[src/rtl/core/ellipse_fit_from_moments_top_defines.svh]
// Assertion macros for the ellipse fit from moments block.
// Included by every RTL file that carries assertions; needs i_clk and i_rst_n in scope.
`ifndef ELLIPSE_FIT_FROM_MOMENTS_TOP_DEFINES_SVH
`define ELLIPSE_FIT_FROM_MOMENTS_TOP_DEFINES_SVH

// Same-cycle implication, held off during reset.
`define EFM_ASSERT_NOW(lbl, ante, cons, msg) \
    lbl: assert property (@(posedge i_clk) disable iff (!i_rst_n) (ante) |-> (cons)) \
        else $error(msg);

// Next-cycle implication, held off during reset.
`define EFM_ASSERT_NEXT(lbl, ante, cons, msg) \
    lbl: assert property (@(posedge i_clk) disable iff (!i_rst_n) (ante) |=> (cons)) \
        else $error(msg);

`endif

[src/rtl/core/efm_pkg.sv]
// Shared types and constants for the ellipse fit from moments block.
// No dependencies; imported by every module of the block.
package efm_pkg;

    localparam int COORD_BITS = 10;
    localparam logic [9:0] COORD_MASK = 10'((1 << COORD_BITS) - 1);
    localparam logic [15:0] AREA_CAP = 16'hFFFF;
    localparam int QDEPTH = 2;
    localparam int QAW = $clog2(QDEPTH);

    typedef enum logic [1:0] {
        CMD_ADD    = 2'd0,
        CMD_REMOVE = 2'd1,
        CMD_CLEAR  = 2'd2,
        CMD_NOP    = 2'd3
    } t_cmd;

    typedef enum logic [1:0] {
        STS_OK      = 2'd0,
        STS_EMPTY   = 2'd1,
        STS_REFUSED = 2'd2
    } t_status;

    typedef enum logic [1:0] {
        AOP_MUL  = 2'd0,
        AOP_DIV  = 2'd1,
        AOP_SQRT = 2'd2
    } t_aop;

    // moment snapshot handed from front to back
    typedef struct packed {
        logic        refused;
        logic [15:0] n;
        logic [25:0] sx;
        logic [25:0] sy;
        logic [35:0] sxx;
        logic [35:0] syy;
        logic [35:0] sxy;
    } t_snap;

    typedef struct packed {
        logic  valid;
        t_snap snap;
    } t_qhead;

    // MUL: a[53:0] * b[63:0]; DIV: a[47:0] / b[31:0]; SQRT: isqrt(a)
    typedef struct packed {
        logic          start;
        t_aop          op;
        logic [107:0]  a;
        logic [63:0]   b;
    } t_areq;

    typedef struct packed {
        logic          done;
        logic          busy;
        logic [107:0]  y;
    } t_ares;

    typedef struct packed {
        logic        [15:0] pixel_count;
        logic signed [15:0] minor_dir_y;
        logic signed [15:0] minor_dir_x;
        logic signed [15:0] major_dir_y;
        logic signed [15:0] major_dir_x;
        logic        [18:0] minor_len;
        logic        [18:0] major_len;
        logic        [17:0] centroid_y;
        logic        [17:0] centroid_x;
    } t_result;

    typedef enum logic [4:0] {
        BS_IDLE, BS_CX, BS_CY, BS_PA, BS_QA, BS_PB, BS_QB, BS_PC, BS_QC,
        BS_V1, BS_V2, BS_D, BS_LMAJ, BS_DMAJ, BS_LMIN, BS_DMIN,
        BS_DPREP, BS_DNORM, BS_DP2, BS_DQ2, BS_DSQ, BS_DX, BS_DY, BS_OUT
    } t_bstate;

endpackage

[src/rtl/core/efm_queue.sv]
// Short snapshot queue between front and back.
// Depends on efm_pkg.
`include "ellipse_fit_from_moments_top_defines.svh"
module efm_queue import efm_pkg::*; (
    input  logic   i_clk,
    input  logic   i_rst_n,
    input  logic   i_push,
    input  t_snap  i_snap,
    input  logic   i_pop,
    output logic   o_space,
    output t_qhead o_head
);

    t_snap           r_mem [QDEPTH];
    logic [QAW-1:0]  r_wp, n_wp, r_rp, n_rp;
    logic [QAW:0]    r_cnt, n_cnt;

    assign o_space     = (r_cnt != (QAW+1)'(QDEPTH));
    assign o_head.valid = (r_cnt != '0);
    assign o_head.snap  = r_mem[r_rp];

    always_comb begin
        n_wp = r_wp;
        n_rp = r_rp;
        n_cnt = r_cnt;
        if (i_push) begin
            n_wp = (r_wp == QAW'(QDEPTH - 1)) ? '0 : r_wp + QAW'(1);
        end
        if (i_pop) begin
            n_rp = (r_rp == QAW'(QDEPTH - 1)) ? '0 : r_rp + QAW'(1);
        end
        if (i_push && !i_pop) begin
            n_cnt = r_cnt + (QAW+1)'(1);
        end else if (!i_push && i_pop) begin
            n_cnt = r_cnt - (QAW+1)'(1);
        end
    end

    always_ff @(posedge i_clk) begin
        if (i_push) begin
            r_mem[r_wp] <= i_snap;
        end
    end

    always_ff @(posedge i_clk) begin
        if (!i_rst_n) begin
            r_wp <= '0;
            r_rp <= '0;
            r_cnt <= '0;
        end else begin
            r_wp <= n_wp;
            r_rp <= n_rp;
            r_cnt <= n_cnt;
        end
    end

    `EFM_ASSERT_NOW(a_q_no_overflow, i_push, r_cnt != (QAW+1)'(QDEPTH), "queue push when full")
    `EFM_ASSERT_NOW(a_q_no_underflow, i_pop, r_cnt != '0, "queue pop when empty")

endmodule

[config.mk]
export PLATFORM = sky130hd
export DESIGN_NAME = efm_queue
export DESIGN_NICKNAME = d
export VERILOG_FILES = /design/src/rtl/core/efm_pkg.sv /design/src/rtl/core/efm_queue.sv
export VERILOG_INCLUDE_DIRS = /design/src /design/src/rtl/core
export SDC_FILE = /design/constraint.sdc
export NUM_CORES = 1
export LEC_CHECK = 0
export ABC_AREA = 0
export BUFFER_PORTS_ARGS = -buffer_cell sky130_fd_sc_hd__buf_2
export CORE_MARGIN = 2
export CORE_UTILIZATION = 52
export DETAILED_ROUTE_END_ITERATION = 8
export PLACE_DENSITY = 0.85
export RECOVER_POWER = 100
export SLEW_MARGIN = 20
export SYNTH_ARGS = -nofsm -noshare
export SYNTH_HDL_FRONTEND = slang
export SYNTH_SLANG_ARGS = --single-unit
[constraint.sdc]
create_clock -name i_clk -period 11.6 [get_ports i_clk]
set_clock_uncertainty 0.15 [all_clocks]
set_input_delay 1.16 -clock i_clk [delete_from_list [all_inputs] [get_ports i_clk]]
set_output_delay 1.16 -clock i_clk [all_outputs]
set_load 0.03 [all_outputs]
==> flow_summary.toml <==
[placed_design]
gp_congestion = 0.797
dpl.hpwl_um = 18000
dp_cells = 1252
place_area_um2 = 15600
portBuffers = 359

[synthesis]
ys_ff_latch = 359
synth_enable_flop_cells = 354
yosys_warnings = 0
synth_area_leader_cell = "edfxtp_1"
synthTopCellsByCount = "edfxtp_1, mux2_4, mux2_2, buf_6, dfxtp_1"
avgSynthCellArea_um2 = 23.6
yosys-top-cells-area = "edfxtp_1, mux2_4, mux2_2, buf_6, dfxtp_1"
yosys.cell_count.top_type = "edfxtp_1"
synth_top_area_frac = 0.786
synth_fp_nets = 755
postSynthCellCount = 573
synthFlopType = "edfxtp_1"
synthArstFlopShare = 0
ys_seq_area_frac = 0.793
synth_cell_types = 18
netlist_area_um2 = 13500

[critical_path]
crit_path_start_kind = "input pin"
cp.required_ps = 11490
path_class = "in2reg"
cp_max_fo = 68
cp-end-kind = "register"
reg2reg_slack_ps = 4880
timing.rr.start = "r_wp"
reg2reg_depth = 2
rr_endpoint = "r_mem[1][64]"
arrival_ps = 7130

[drt]
first_pass_iters = 4
vias_per_cell = 5.06
wl_per_cell_um = 20.6
vias = 6687
drt-total-wl_um = 27200
drc_errors = 0
drtAntennaViolNets = 0
drt-initial-drc-count = 323

[global_route]
grt_pass1_vias = 6981
antenna_found_initial = 4
grt_pass1_wl_um = 37700
grt_overflow = 0
grt.total_usage = 0.186
grt_max_degree = 141

[die]
die_area_um2 = 27300
die_h_um = 165
row_count = 59
die_w_um = 165
coreArea_um2 = 25800
io_pins = 360
start_util = 0.524

[timing]
rsz0062_at_grt = "no"
worst_pin_slew_ps = 4590
max_freq_ghz = 0.138
period_share = 0.624
hold_viol_final = 0
holdWs_ps = 405
fin_crit_ps = 7240
setup_tns_ps = 0
relSlewSlack = -2.06
setup_violations = 0
slew_violations = 258

[clock_tree]
numCtsBuffers = 37
cts_tree = "built"
clock_latency_ps = 500
cts_hold_buffers = 0
post_cts_buffers = 0
path_clk_slew_ps = 60
htreeDepth = 2
cts_buffer_depth = 3
cts-root-buf = "clkbuf_16"
cts_sinks = 359
cts_resized = 0

[worst_hold_path]
hold_depth = 2
hp-start = "r_cnt[1]"
min_to = "r_cnt[1]"
hp-class = "reg2reg"

[final_layout]
design_area_um2 = 16100
fin_nets = 1140
area_delta_synth_final_pct = 19.3
drive_above_1_share = 0.330
fillers = 1959
stdcell_count = 1321

[status]
violations = "capacitance limit, slew limit"
status = "finished, violations left"

[pwr]
power_uw = 2980
power.density_nw_per_um2 = 185
irDropWorstVdd_mv = 0.155
power_leakage_uw = 0.00575

[job]
cap_viol_max_count = 5
[flip-flops by register name (all words and copies together) (netlist names), named ones only]
register and count:
r_mem 354, r_cnt 2, r_rp 1, r_wp 1
[per-stage QoR]
stage	setup WS, ps	util
3_5_place_dp	7630	0.604
4_1_cts	7100	0.647
2_1_floorplan	1880	-
3_3_place_gp	7660	0.604
6_report	4360	0.625
5_1_grt	3670	0.625
[report_power, final]
group	internal (uW)	total (uW)	switching (uW)	leakage, uW
sequential	1500	1530	22.4	0.00336
clock	639	1090	447	0.000547
combinational	120	369	249	0.00184
total	2260	2980	718	0.00575
[how the worst max path moves through the flow]
stage | startpoint | end | cells after the start
3_5_place_dp | register | o_head[102] | 3
6_report | i_push | r_mem[1][64] | 3
5_1_grt | i_push | r_mem[1][113] | 3
3_3_place_gp | register | o_head[132] | 3
2_1_floorplan | i_push | r_mem[0][0] | 1
4_1_cts | register | o_head[124] | 3
[area by class of cell]
class,count,area (um^2),share of cell area
clock inverter,16,133,0.00822
inverter,1,3.75,0.000233
timing repair buffer,366,1640,0.102
antenna,3,7.51,0.000465
tap,335,419,0.0260
multi-input combinational,193,2230,0.138
sequential,359,10700,0.665
clock buffer,48,977,0.0605
[cells in the final DEF, fill, tap and decap left out, types with 5 or more instances in the layout]
cell and instances:
mux2_4 33, dfxtp_1 5, clkbuf_16 37, clkinv_2 6
mux2_2 45, edfxtp_1 354, buf_2 194, clkbuf_1 178
mux2_1 99, clkinv_1 6
[layer usage]
layer / track usage / routed length [um] / up-vias
li1: - / - / 3059
met1: 0.192 / 9540 / 3266
met2: 0.340 / 14300 / 290
met3: 0.0647 / 2420 / 70
met4: 0.0827 / 1020 / 2
met5: 0 / 13 / -
[critical path, stage by stage]
cell and delay [ps]:
clkbuf_1 180, and2_0 3320, clkbuf_1 2400
[kinds of logic (layout without fill, tap and decap cells)]
group / after synthesis / after routing / synth area share
adder cells (fa/ha/maj): 1 / 1 / 0.000925
AO/OA/AOI/OAI: 3 / 3 / 0.00148
other: 0 / 3 / 0
AND/OR/NAND/NOR: 9 / 9 / 0.00416
buffers and inverters: 21 / 431 / 0.0151
XOR/XNOR: 3 / 3 / 0.00194
multiplexers: 177 / 177 / 0.183
flip-flops: 359 / 359 / 0.793
Note: power is estimated with default switching activity, not from simulation.
