===== config.mk =====
export PLATFORM = sky130hd
export DESIGN_NAME = efm_front
export DESIGN_NICKNAME = d
export VERILOG_FILES = /design/src/rtl/core/ellipse_fit_from_moments_top_defines.svh /design/src/rtl/core/efm_pkg.sv /design/src/rtl/core/efm_front.sv
export SDC_FILE = /design/constraint.sdc
export NUM_CORES = 1
export LEC_CHECK = 0
export ABC_CLOCK_PERIOD_IN_PS = 29300
export BUFFER_PORTS_ARGS = -buffer_cell sky130_fd_sc_hd__buf_2
export CORE_ASPECT_RATIO = 0.6
export CORE_MARGIN = 5
export CORE_UTILIZATION = 45
export DETAILED_ROUTE_END_ITERATION = 7
export GPL_ROUTABILITY_DRIVEN = 0
export PLACE_DENSITY_LB_ADDON = 0.15
export RECOVER_POWER = 50
export SLEW_MARGIN = 20
export SYNTH_ARGS = -nofsm -noshare
export SYNTH_HDL_FRONTEND = slang
export SYNTH_SLANG_ARGS = --single-unit

===== constraint.sdc =====
create_clock -name i_clk -period 29.3 [get_ports i_clk]
set_clock_uncertainty 0.1 [all_clocks]
set_input_delay 5.86 -clock i_clk [delete_from_list [all_inputs] [get_ports i_clk]]
set_output_delay 5.86 -clock i_clk [all_outputs]
set_load 0.01 [all_outputs]

===== src/rtl/core/ellipse_fit_from_moments_top_defines.svh =====
// Assertion macros for the ellipse fit from moments block.
// Included by every RTL file that carries assertions; needs i_clk and i_rst_n in scope.
`ifndef ELLIPSE_FIT_FROM_MOMENTS_TOP_DEFINES_SVH
`define ELLIPSE_FIT_FROM_MOMENTS_TOP_DEFINES_SVH

// Same-cycle implication, held off during reset.
`define EFM_ASSERT_NOW(lbl, ante, cons, msg) \
    lbl: assert property (@(posedge i_clk) disable iff (!i_rst_n) (ante) |-> (cons)) \
        else $error(msg);

// Next-cycle implication, held off during reset.
`define EFM_ASSERT_NEXT(lbl, ante, cons, msg) \
    lbl: assert property (@(posedge i_clk) disable iff (!i_rst_n) (ante) |=> (cons)) \
        else $error(msg);

`endif


===== src/rtl/core/efm_pkg.sv =====
// Shared types and constants for the ellipse fit from moments block.
// No dependencies; imported by every module of the block.
package efm_pkg;

    localparam int COORD_BITS = 10;
    localparam logic [9:0] COORD_MASK = 10'((1 << COORD_BITS) - 1);
    localparam logic [15:0] AREA_CAP = 16'hFFFF;
    localparam int QDEPTH = 2;
    localparam int QAW = $clog2(QDEPTH);

    typedef enum logic [1:0] {
        CMD_ADD    = 2'd0,
        CMD_REMOVE = 2'd1,
        CMD_CLEAR  = 2'd2,
        CMD_NOP    = 2'd3
    } t_cmd;

    typedef enum logic [1:0] {
        STS_OK      = 2'd0,
        STS_EMPTY   = 2'd1,
        STS_REFUSED = 2'd2
    } t_status;

    typedef enum logic [1:0] {
        AOP_MUL  = 2'd0,
        AOP_DIV  = 2'd1,
        AOP_SQRT = 2'd2
    } t_aop;

    // moment snapshot handed from front to back
    typedef struct packed {
        logic        refused;
        logic [15:0] n;
        logic [25:0] sx;
        logic [25:0] sy;
        logic [35:0] sxx;
        logic [35:0] syy;
        logic [35:0] sxy;
    } t_snap;

    typedef struct packed {
        logic  valid;
        t_snap snap;
    } t_qhead;

    // MUL: a[53:0] * b[63:0]; DIV: a[47:0] / b[31:0]; SQRT: isqrt(a)
    typedef struct packed {
        logic          start;
        t_aop          op;
        logic [107:0]  a;
        logic [63:0]   b;
    } t_areq;

    typedef struct packed {
        logic          done;
        logic          busy;
        logic [107:0]  y;
    } t_ares;

    typedef struct packed {
        logic        [15:0] pixel_count;
        logic signed [15:0] minor_dir_y;
        logic signed [15:0] minor_dir_x;
        logic signed [15:0] major_dir_y;
        logic signed [15:0] major_dir_x;
        logic        [18:0] minor_len;
        logic        [18:0] major_len;
        logic        [17:0] centroid_y;
        logic        [17:0] centroid_x;
    } t_result;

    typedef enum logic [4:0] {
        BS_IDLE, BS_CX, BS_CY, BS_PA, BS_QA, BS_PB, BS_QB, BS_PC, BS_QC,
        BS_V1, BS_V2, BS_D, BS_LMAJ, BS_DMAJ, BS_LMIN, BS_DMIN,
        BS_DPREP, BS_DNORM, BS_DP2, BS_DQ2, BS_DSQ, BS_DX, BS_DY, BS_OUT
    } t_bstate;

endpackage


===== src/rtl/core/efm_front.sv =====
// Front end: takes requests, updates count and raw moments, emits a snapshot.
// Depends on efm_pkg.
module efm_front import efm_pkg::*; (
    input  logic        i_clk,
    input  logic        i_rst_n,
    input  logic        i_valid,
    input  t_cmd        i_cmd,
    input  logic [9:0]  i_pos_x,
    input  logic [9:0]  i_pos_y,
    input  logic        i_space,
    output logic        o_ready,
    output logic        o_push,
    output t_snap       o_snap
);

    logic [15:0] r_count, n_count;
    logic [25:0] r_sx, n_sx, r_sy, n_sy;
    logic [35:0] r_sxx, n_sxx, r_syy, n_syy, r_sxy, n_sxy;
    logic [9:0]  x, y;
    logic [19:0] xx, yy, xy;
    logic        refused;

    assign o_ready = i_space;
    assign o_push  = i_valid & i_space;
    assign x  = i_pos_x & COORD_MASK;
    assign y  = i_pos_y & COORD_MASK;
    assign xx = x * x;
    assign yy = y * y;
    assign xy = x * y;

    always_comb begin
        n_count = r_count;
        n_sx = r_sx;
        n_sy = r_sy;
        n_sxx = r_sxx;
        n_syy = r_syy;
        n_sxy = r_sxy;
        refused = 1'b0;
        if (o_push) begin
            case (i_cmd)
                CMD_ADD: begin
                    if (r_count >= AREA_CAP) begin
                        refused = 1'b1;
                    end else begin
                        n_count = r_count + 16'd1;
                        n_sx  = r_sx + {16'b0, x};
                        n_sy  = r_sy + {16'b0, y};
                        n_sxx = r_sxx + {16'b0, xx};
                        n_syy = r_syy + {16'b0, yy};
                        n_sxy = r_sxy + {16'b0, xy};
                    end
                end
                CMD_REMOVE: begin
                    if (r_count == 16'd0) begin
                        refused = 1'b1;
                    end else begin
                        n_count = r_count - 16'd1;
                        n_sx  = r_sx - {16'b0, x};
                        n_sy  = r_sy - {16'b0, y};
                        n_sxx = r_sxx - {16'b0, xx};
                        n_syy = r_syy - {16'b0, yy};
                        n_sxy = r_sxy - {16'b0, xy};
                    end
                end
                CMD_CLEAR: begin
                    n_count = '0;
                    n_sx = '0;
                    n_sy = '0;
                    n_sxx = '0;
                    n_syy = '0;
                    n_sxy = '0;
                end
                default: begin
                end
            endcase
        end
        o_snap.refused = refused;
        o_snap.n   = n_count;
        o_snap.sx  = n_sx;
        o_snap.sy  = n_sy;
        o_snap.sxx = n_sxx;
        o_snap.syy = n_syy;
        o_snap.sxy = n_sxy;
    end

    always_ff @(posedge i_clk) begin
        if (!i_rst_n) begin
            r_count <= '0;
            r_sx <= '0;
            r_sy <= '0;
            r_sxx <= '0;
            r_syy <= '0;
            r_sxy <= '0;
        end else begin
            r_count <= n_count;
            r_sx <= n_sx;
            r_sy <= n_sy;
            r_sxx <= n_sxx;
            r_syy <= n_syy;
            r_sxy <= n_sxy;
        end
    end

endmodule


==> results of run 1 <==
-- critical path: cells and delay by family --
family                   cells  cell delay [ps]
multiplexers                 1              260
buffers and inverters        5             1430
AND/OR/NAND/NOR              9             2180
adder cells (fa/ha/maj)      7             2730
XOR/XNOR                     1              200
AO/OA/AOI/OAI                6             3330
-- flip-flops by register name, summed over array words and instances, names as in the netlist --
name     flops
r_count     16
r_sx        26
r_sxx       36
r_sxy       36
r_sy        26
r_syy       36
-- cell usage in the layout, fill, tap and decap left out, drive strengths merged, types with 54 or more instances in the layout --
cell type and instances:
nand2 336, buf 225, o21ai 170, xnor2 64
dfxtp 176, a21oi 236, and2 155, nor2 337
ha 323, nand3 122, nor4 54, nor3 114
inv 350, a21o 58, fa 161, a31oi 56
-- how the worst max path moves through the flow --
stage                 end  slack [ps]  cells past startpoint
6_report       o_snap[23]        7300                     29
5_1_grt        o_snap[23]        6850                     29
4_1_cts        o_snap[23]        9480                     30
3_5_place_dp   o_snap[23]        9520                     30
3_3_place_gp   o_snap[57]        9590                     27
2_1_floorplan  o_snap[23]       10510                     30
-- cell type report --
| cell class | count | share of cell area [%] |
|---|---|---|
| clock inverters | 15 | 0.569 |
| inverters | 347 | 4.23 |
| repair buffers | 239 | 4.05 |
| well taps | 839 | 3.41 |
| multi-input cells | 3096 | 74.9 |
| diodes | 2 | 0.0162 |
| flip-flops and latches | 176 | 11.4 |
| clock buffers | 17 | 1.38 |
-- cells by family after synthesis --
group / Yosys count
adders and majority gates: 484
xor gates and xnor gates: 98
DFF: 176
buffers and inverters: 572
and+or+nand+nor: 1415
AOI/OAI and AO/OA: 1057
muxes: 42
-- layer usage --
metal | GRT usage (%) | routed length (um) | share of wire, %
met1 | 45.4 | 49500 | 46
met2 | 43.8 | 43100 | 40
met3 | 8.02 | 13400 | 12
met4 | 7.32 | 2600 | 2.4
met5 | 0 | 9 | 0.0083
-- stage by stage --
stage	total power [mW]	std cells	hold slack [ps]	cell area (um2)	utilization [%]
final	3.06	4731	413	30800	48.9
after global routing	3.31	4729	434	30800	48.9
after CTS	3.01	4729	414	30900	49.1
after detailed placement	2.73	4697	406	30300	48.1
after global placement	2.72	4697	395	30300	48.1
after floorplan	2.11	3844	375	28800	-
-- power breakdown --
group          switching, mW  leakage [nW]  internal, mW  total, mW
clock network          0.131         0.291         0.129      0.260
logic                   1.59          12.7         0.911       2.50
registers             0.0319          1.43         0.263      0.295
==> impl_metrics.env, run 1 <==
export IMPL_cts_tree="yes"
export IMPL_period_needed_ps=22000
export IMPL_netlist_area_um2=28800
export IMPL_async_flop_share_pct=0
export IMPL_die_area_um2=69300
export IMPL_avgSynthCellArea_um2=7.49
export IMPL_hold_end="r_sxy[18]$_SDFF_PN0_"
export IMPL_synth_simple_area_share_pct=24.5
export IMPL_nNetsFinal=4387
export IMPL_cp_data_required_time_ps=23340
export IMPL_worst_path_max_fanout=16
export IMPL_synthTopCellsByArea="ha_1 14%, dfxtp_1 12%, fa_1 11%"
export IMPL_wirelength_um=109000
export IMPL_drt_iter0_markers=4020
export IMPL_ant_nets=0
export IMPL_ys_seq_area_share_pct=12.2
export IMPL_violations="capacitance limit, slew limit"
export IMPL_grt_max_degree=63
export IMPL_synth_commonest_cells="339 x inv_1, 336 x nand2_1, 334 x nor2_1, 323 x ha_1, 235 x a21oi_1"
export IMPL_overflow=0
export IMPL_tightestPinTransition_ps=3830
export IMPL_setup_ws_ps=7300
export IMPL_htreeDepth=4
export IMPL_p_leak_nw=14.5
export IMPL_io_buffers=204
export IMPL_reg2reg_depth=9
export IMPL_r2r_setup_slack_ps=20660
export IMPL_track_usage_pct=30.5
export IMPL_cts_buffers=17
export IMPL_hold_viol=0
export IMPL_first_pass_iters=7
export IMPL_dp_hpwl_um=81100
export IMPL_clk_pin_slew_ps=70
export IMPL_num_io_pins=205
export IMPL_ys_warn_count=0
export IMPL_grt_pass1_wl_um=166000
export IMPL_regArea_um2=3520
export IMPL_die_h_um=206
export IMPL_synth_top_family_by_area="compound AO/OA/AOI/OAI gates"
export IMPL_slowest_delay_ps=2420
export IMPL_slew_violations=328
export IMPL_numClockSinks=176
export IMPL_powerDensity_nw_per_um2=99.2
export IMPL_hp_class="flip-flop to flip-flop"
export IMPL_synth_top_area_share_pct=14.0
export IMPL_postCtsHoldBufs=0
export IMPL_die_w_um=337
export IMPL_rr_startpoint="r_count[7]$_SDFF_PN0_"
export IMPL_nFillCells=6327
export IMPL_startpoint="i_pos_x[1]"
export IMPL_dpl_worst_slack_ps=9520
export IMPL_core_area_um2=63000
export IMPL_grt_pass1_vias=27900
export IMPL_clk_latency_ps=490
export IMPL_drc=0
export IMPL_synth_xor_area_share_pct=2.98
export IMPL_cts_buffer_depth=2
export IMPL_rsz0062_at_grt="no"
export IMPL_path_common_cell="ha_1"
export IMPL_wl_per_cell_um=23.0
export IMPL_start_kind="primary input"
export IMPL_path_class="primary input to output port"
export IMPL_post_drt_via_cell_ratio=6.31
export IMPL_reg2reg_to="r_syy[19]$_SDFF_PN0_"
export IMPL_yosysUniqueCellTypes=106
export IMPL_postCtsSetupBuffers=0
export IMPL_crit_path_end_kind="output port"
export IMPL_relSlewSlack_pct=-155
export IMPL_syn_instance_count=3844
export IMPL_cts_resized=0
export IMPL_drive_above_1_share_pct=9.02
export IMPL_syn_nets=4354
export IMPL_timing_final_crit_share_pct=75.1
export IMPL_ir_drop_uv=116
export IMPL_root_buffer="clkbuf_16"
export IMPL_antenna_found_initial=3
export IMPL_tns_ps=0
export IMPL_start_util_pct=45.7
export IMPL_synth_main_ff_cell="dfxtp_1"
export IMPL_status="finished, violations left"
export IMPL_rows=71
export IMPL_cp_data_arrival_time_ps=16040
export IMPL_synth_compound_area_share_pct=25.9
export IMPL_cp_slowest_cell="a2111oi_0"
export IMPL_multiInputGateArea_um2=23100
export IMPL_min_delay_path_depth=2
export IMPL_max_freq_ghz=0.0455
export IMPL_setup_viol=0
export IMPL_synth_most_common_cell="inv_1"
export IMPL_syn2layout_area_growth_pct=7.02
export IMPL_vias=29900
export IMPL_synthMuxAreaShare_pct=1.52
export IMPL_maxCapViolCount=9
export IMPL_synth_largest_area_cell="ha_1"
export IMPL_synth_seq_cells=176
export IMPL_synth_adder_area_share_pct=25.2
export IMPL_min_from="r_sxy[18]$_SDFF_PN0_"
export IMPL_synth_edf_count=0
(Power assumes the default switching activity.)
==> run 2: changes to the inputs <==
--- a/config.mk
+++ b/config.mk
@@ -5,7 +5,7 @@
 export SDC_FILE = /design/constraint.sdc
 export NUM_CORES = 1
 export LEC_CHECK = 0
-export ABC_CLOCK_PERIOD_IN_PS = 29300
+export ABC_CLOCK_PERIOD_IN_PS = 19760
 export BUFFER_PORTS_ARGS = -buffer_cell sky130_fd_sc_hd__buf_2
 export CORE_ASPECT_RATIO = 0.6
 export CORE_MARGIN = 5
==> constraint.sdc (replaced) <==
create_clock -name i_clk -period 19.76 [get_ports i_clk]
set_clock_uncertainty 0.1 [all_clocks]
set_input_delay 3.952 -clock i_clk [delete_from_list [all_inputs] [get_ports i_clk]]
set_output_delay 3.952 -clock i_clk [all_outputs]
set_load 0.01 [all_outputs]
==> run 2 against run 1 <==
  * Global-route usage increased by 0.23 points
  * Utilization about the same
  * Die area unchanged
  * Sequential cell count unchanged
  * Non-clock buffer count unchanged
  * Clock power increased by 59%
  * The run still ends with capacitance limit, slew limit left
  * Critical path depth decreased by 4
  * Total power increased by 48%
  * Largest power group unchanged
  * Design area about the same
  * Sequential share of layout area about the same
  * Combinational power increased by 47%
  * Register-to-register slack got worse by 6300 ps
==> impl_metrics.env, run 2 (synthesis gave the netlist of run 1 again) <==
export IMPL_setup_viol=0
export IMPL_dp_hpwl_um=81000
export IMPL_worst_path_max_fanout=14
export IMPL_first_pass_iters=6
export IMPL_post_drt_via_cell_ratio=6.33
export IMPL_dp_cells=4697
export IMPL_grt_pass1_vias=28100
export IMPL_start_util_pct=45.7
export IMPL_final_core_util_pct=48.9
export IMPL_syn2layout_area_growth_pct=7.08
export IMPL_crit_path_end_kind="output port"
export IMPL_core_area_um2=63000
export IMPL_slowest_delay_ps=560
export IMPL_postCtsHoldBufs=0
export IMPL_setup_ws_ps=3060
export IMPL_drt_iter0_markers=3616
export IMPL_top_regs="r_sxx (36), r_sxy (36), r_syy (36)"
export IMPL_crit_buf_inv=3
export IMPL_reg2reg_to="r_count[0]$_SDFF_PN0_"
export IMPL_rsz0062_at_grt="no"
export IMPL_period_needed_ps=16700
export IMPL_drc=0
export IMPL_root_buffer="clkbuf_16"
export IMPL_startpoint="i_pos_y[2]"
export IMPL_rows=71
export IMPL_die_h_um=206
export IMPL_clk_pin_slew_ps=70
export IMPL_ir_drop_uv=202
export IMPL_violations="capacitance limit, slew limit"
export IMPL_hp_class="flip-flop to flip-flop"
export IMPL_vias=30000
export IMPL_cts_resized=0
export IMPL_antenna_found_initial=4
export IMPL_track_usage_pct=30.7
export IMPL_slew_violations=197
export IMPL_setup_worst_path_end="o_snap[65]"
export IMPL_wirelength_um=109000
export IMPL_r2r_setup_slack_ps=14330
export IMPL_path_class="primary input to output port"
export IMPL_grt_use_met1_pct=45.4
export IMPL_die_w_um=337
export IMPL_grt_pass1_wl_um=168000
export IMPL_wl_per_cell_um=23.1
export IMPL_dpl_worst_slack_ps=3790
export IMPL_p_total_mw=4.53
export IMPL_cp_slowest_cell="clkbuf_1"
export IMPL_critical_path_top_delay_family="compound AO/OA/AOI/OAI gates"
export IMPL_ant_nets=0
export IMPL_reg2reg_depth=8
export IMPL_nNetsFinal=4387
export IMPL_cts_tree="yes"
export IMPL_layout_commonest_cell="inv_1"
export IMPL_cp_num_cells=25
export IMPL_overflow=0
export IMPL_numClockSinks=176
export IMPL_clk_latency_ps=500
export IMPL_grt_max_degree=63
export IMPL_drive_above_1_share_pct=8.15
export IMPL_timing_final_crit_share_pct=84.5
export IMPL_use_met3_pct=8.29
export IMPL_maxCapViolCount=7
export IMPL_htreeDepth=4
export IMPL_max_freq_ghz=0.0599
export IMPL_layout_common_cells="339 x inv_1, 333 x nand2_1, 329 x nor2_1"
export IMPL_hold_viol=0
export IMPL_die_area_um2=69300
export IMPL_p_leak_nw=14.3
export IMPL_status="finished, violations left"
export IMPL_postCtsSetupBuffers=0
export IMPL_path_common_cell="fa_1"
export IMPL_powerDensity_nw_per_um2=147
export IMPL_busiest_layer="met1"
export IMPL_start_kind="primary input"
export IMPL_rr_startpoint="r_count[13]$_SDFF_PN0_"
export IMPL_tns_ps=0
export IMPL_tightestPinTransition_ps=3690
export IMPL_cp_data_arrival_time_ps=12650
export IMPL_grt_use_met2_pct=44.2
export IMPL_cts_buffers=17
export IMPL_io_buffers=204
export IMPL_cts_buffer_depth=2
export IMPL_relSlewSlack_pct=-146
export IMPL_instances_no_fill=4731
export IMPL_cp_data_required_time_ps=15710
export IMPL_num_io_pins=205
==> run 2: cell count changes in the layout (fill, tap and decap cells not counted), sizes merged <==
cell      before  now
clkbuf        31   66
buf          225  192
inv          350  344
bufinv         2    5
clkinvlp       2    4
clkinv         8    7
==> run 2: report_power, final <==
part	internal [mW]	total, mW	leakage (nW)	switching, mW
sequential	0.390	0.438	1.43	0.0478
combinational	1.35	3.68	12.6	2.33
clock	0.225	0.413	0.300	0.187
total	1.96	4.53	14.3	2.57
==> run 2: cell type report <==
class                   count  area [um2]
inverters                 347        1300
fillers                  6383       32200
clock buffers              19         433
multi-input cells        3096       23100
repair buffers            239        1200
well taps                 839        1050
diodes                      2        5.00
clock inverters            13         211
flip-flops and latches    176        3520
==> run 2: how the worst min path moves through the flow <==
stage                                    start                    to  slack [ps]  cells after the start
after floorplan           r_sxy[10]$_SDFF_PN0_  r_sxy[10]$_SDFF_PN0_         380                      2
after global placement    r_sxy[18]$_SDFF_PN0_  r_sxy[18]$_SDFF_PN0_         390                      2
after detailed placement  r_sxy[18]$_SDFF_PN0_  r_sxy[18]$_SDFF_PN0_         400                      2
after CTS                 r_sxy[18]$_SDFF_PN0_  r_sxy[18]$_SDFF_PN0_         420                      2
after global routing      r_sxy[18]$_SDFF_PN0_  r_sxy[18]$_SDFF_PN0_         430                      2
final                     r_sxy[10]$_SDFF_PN0_  r_sxy[10]$_SDFF_PN0_         420                      2
==> run 2: worst min-delay path, delay by kind of cell, from the launching register on <==
family | cells | cell delay, ps
AOI/OAI and AO/OA | 1 | 60
DFF | 1 | 330
and+or+nand+nor | 1 | 80
==> run 2: per-layer routing <==
metal	vias to the layer above	wire length [um]
met4	4	3080
met3	233	12800
met2	1674	43300
li1	13900	-
met1	14200	49900
met5	-	26
==> run 2: through the flow <==
stage	area (um2)	hold slack [ps]
final	30800	415
after global placement	30300	394
after floorplan	28800	375
after detailed placement	30300	405
after global routing	30800	433
after CTS	31000	415
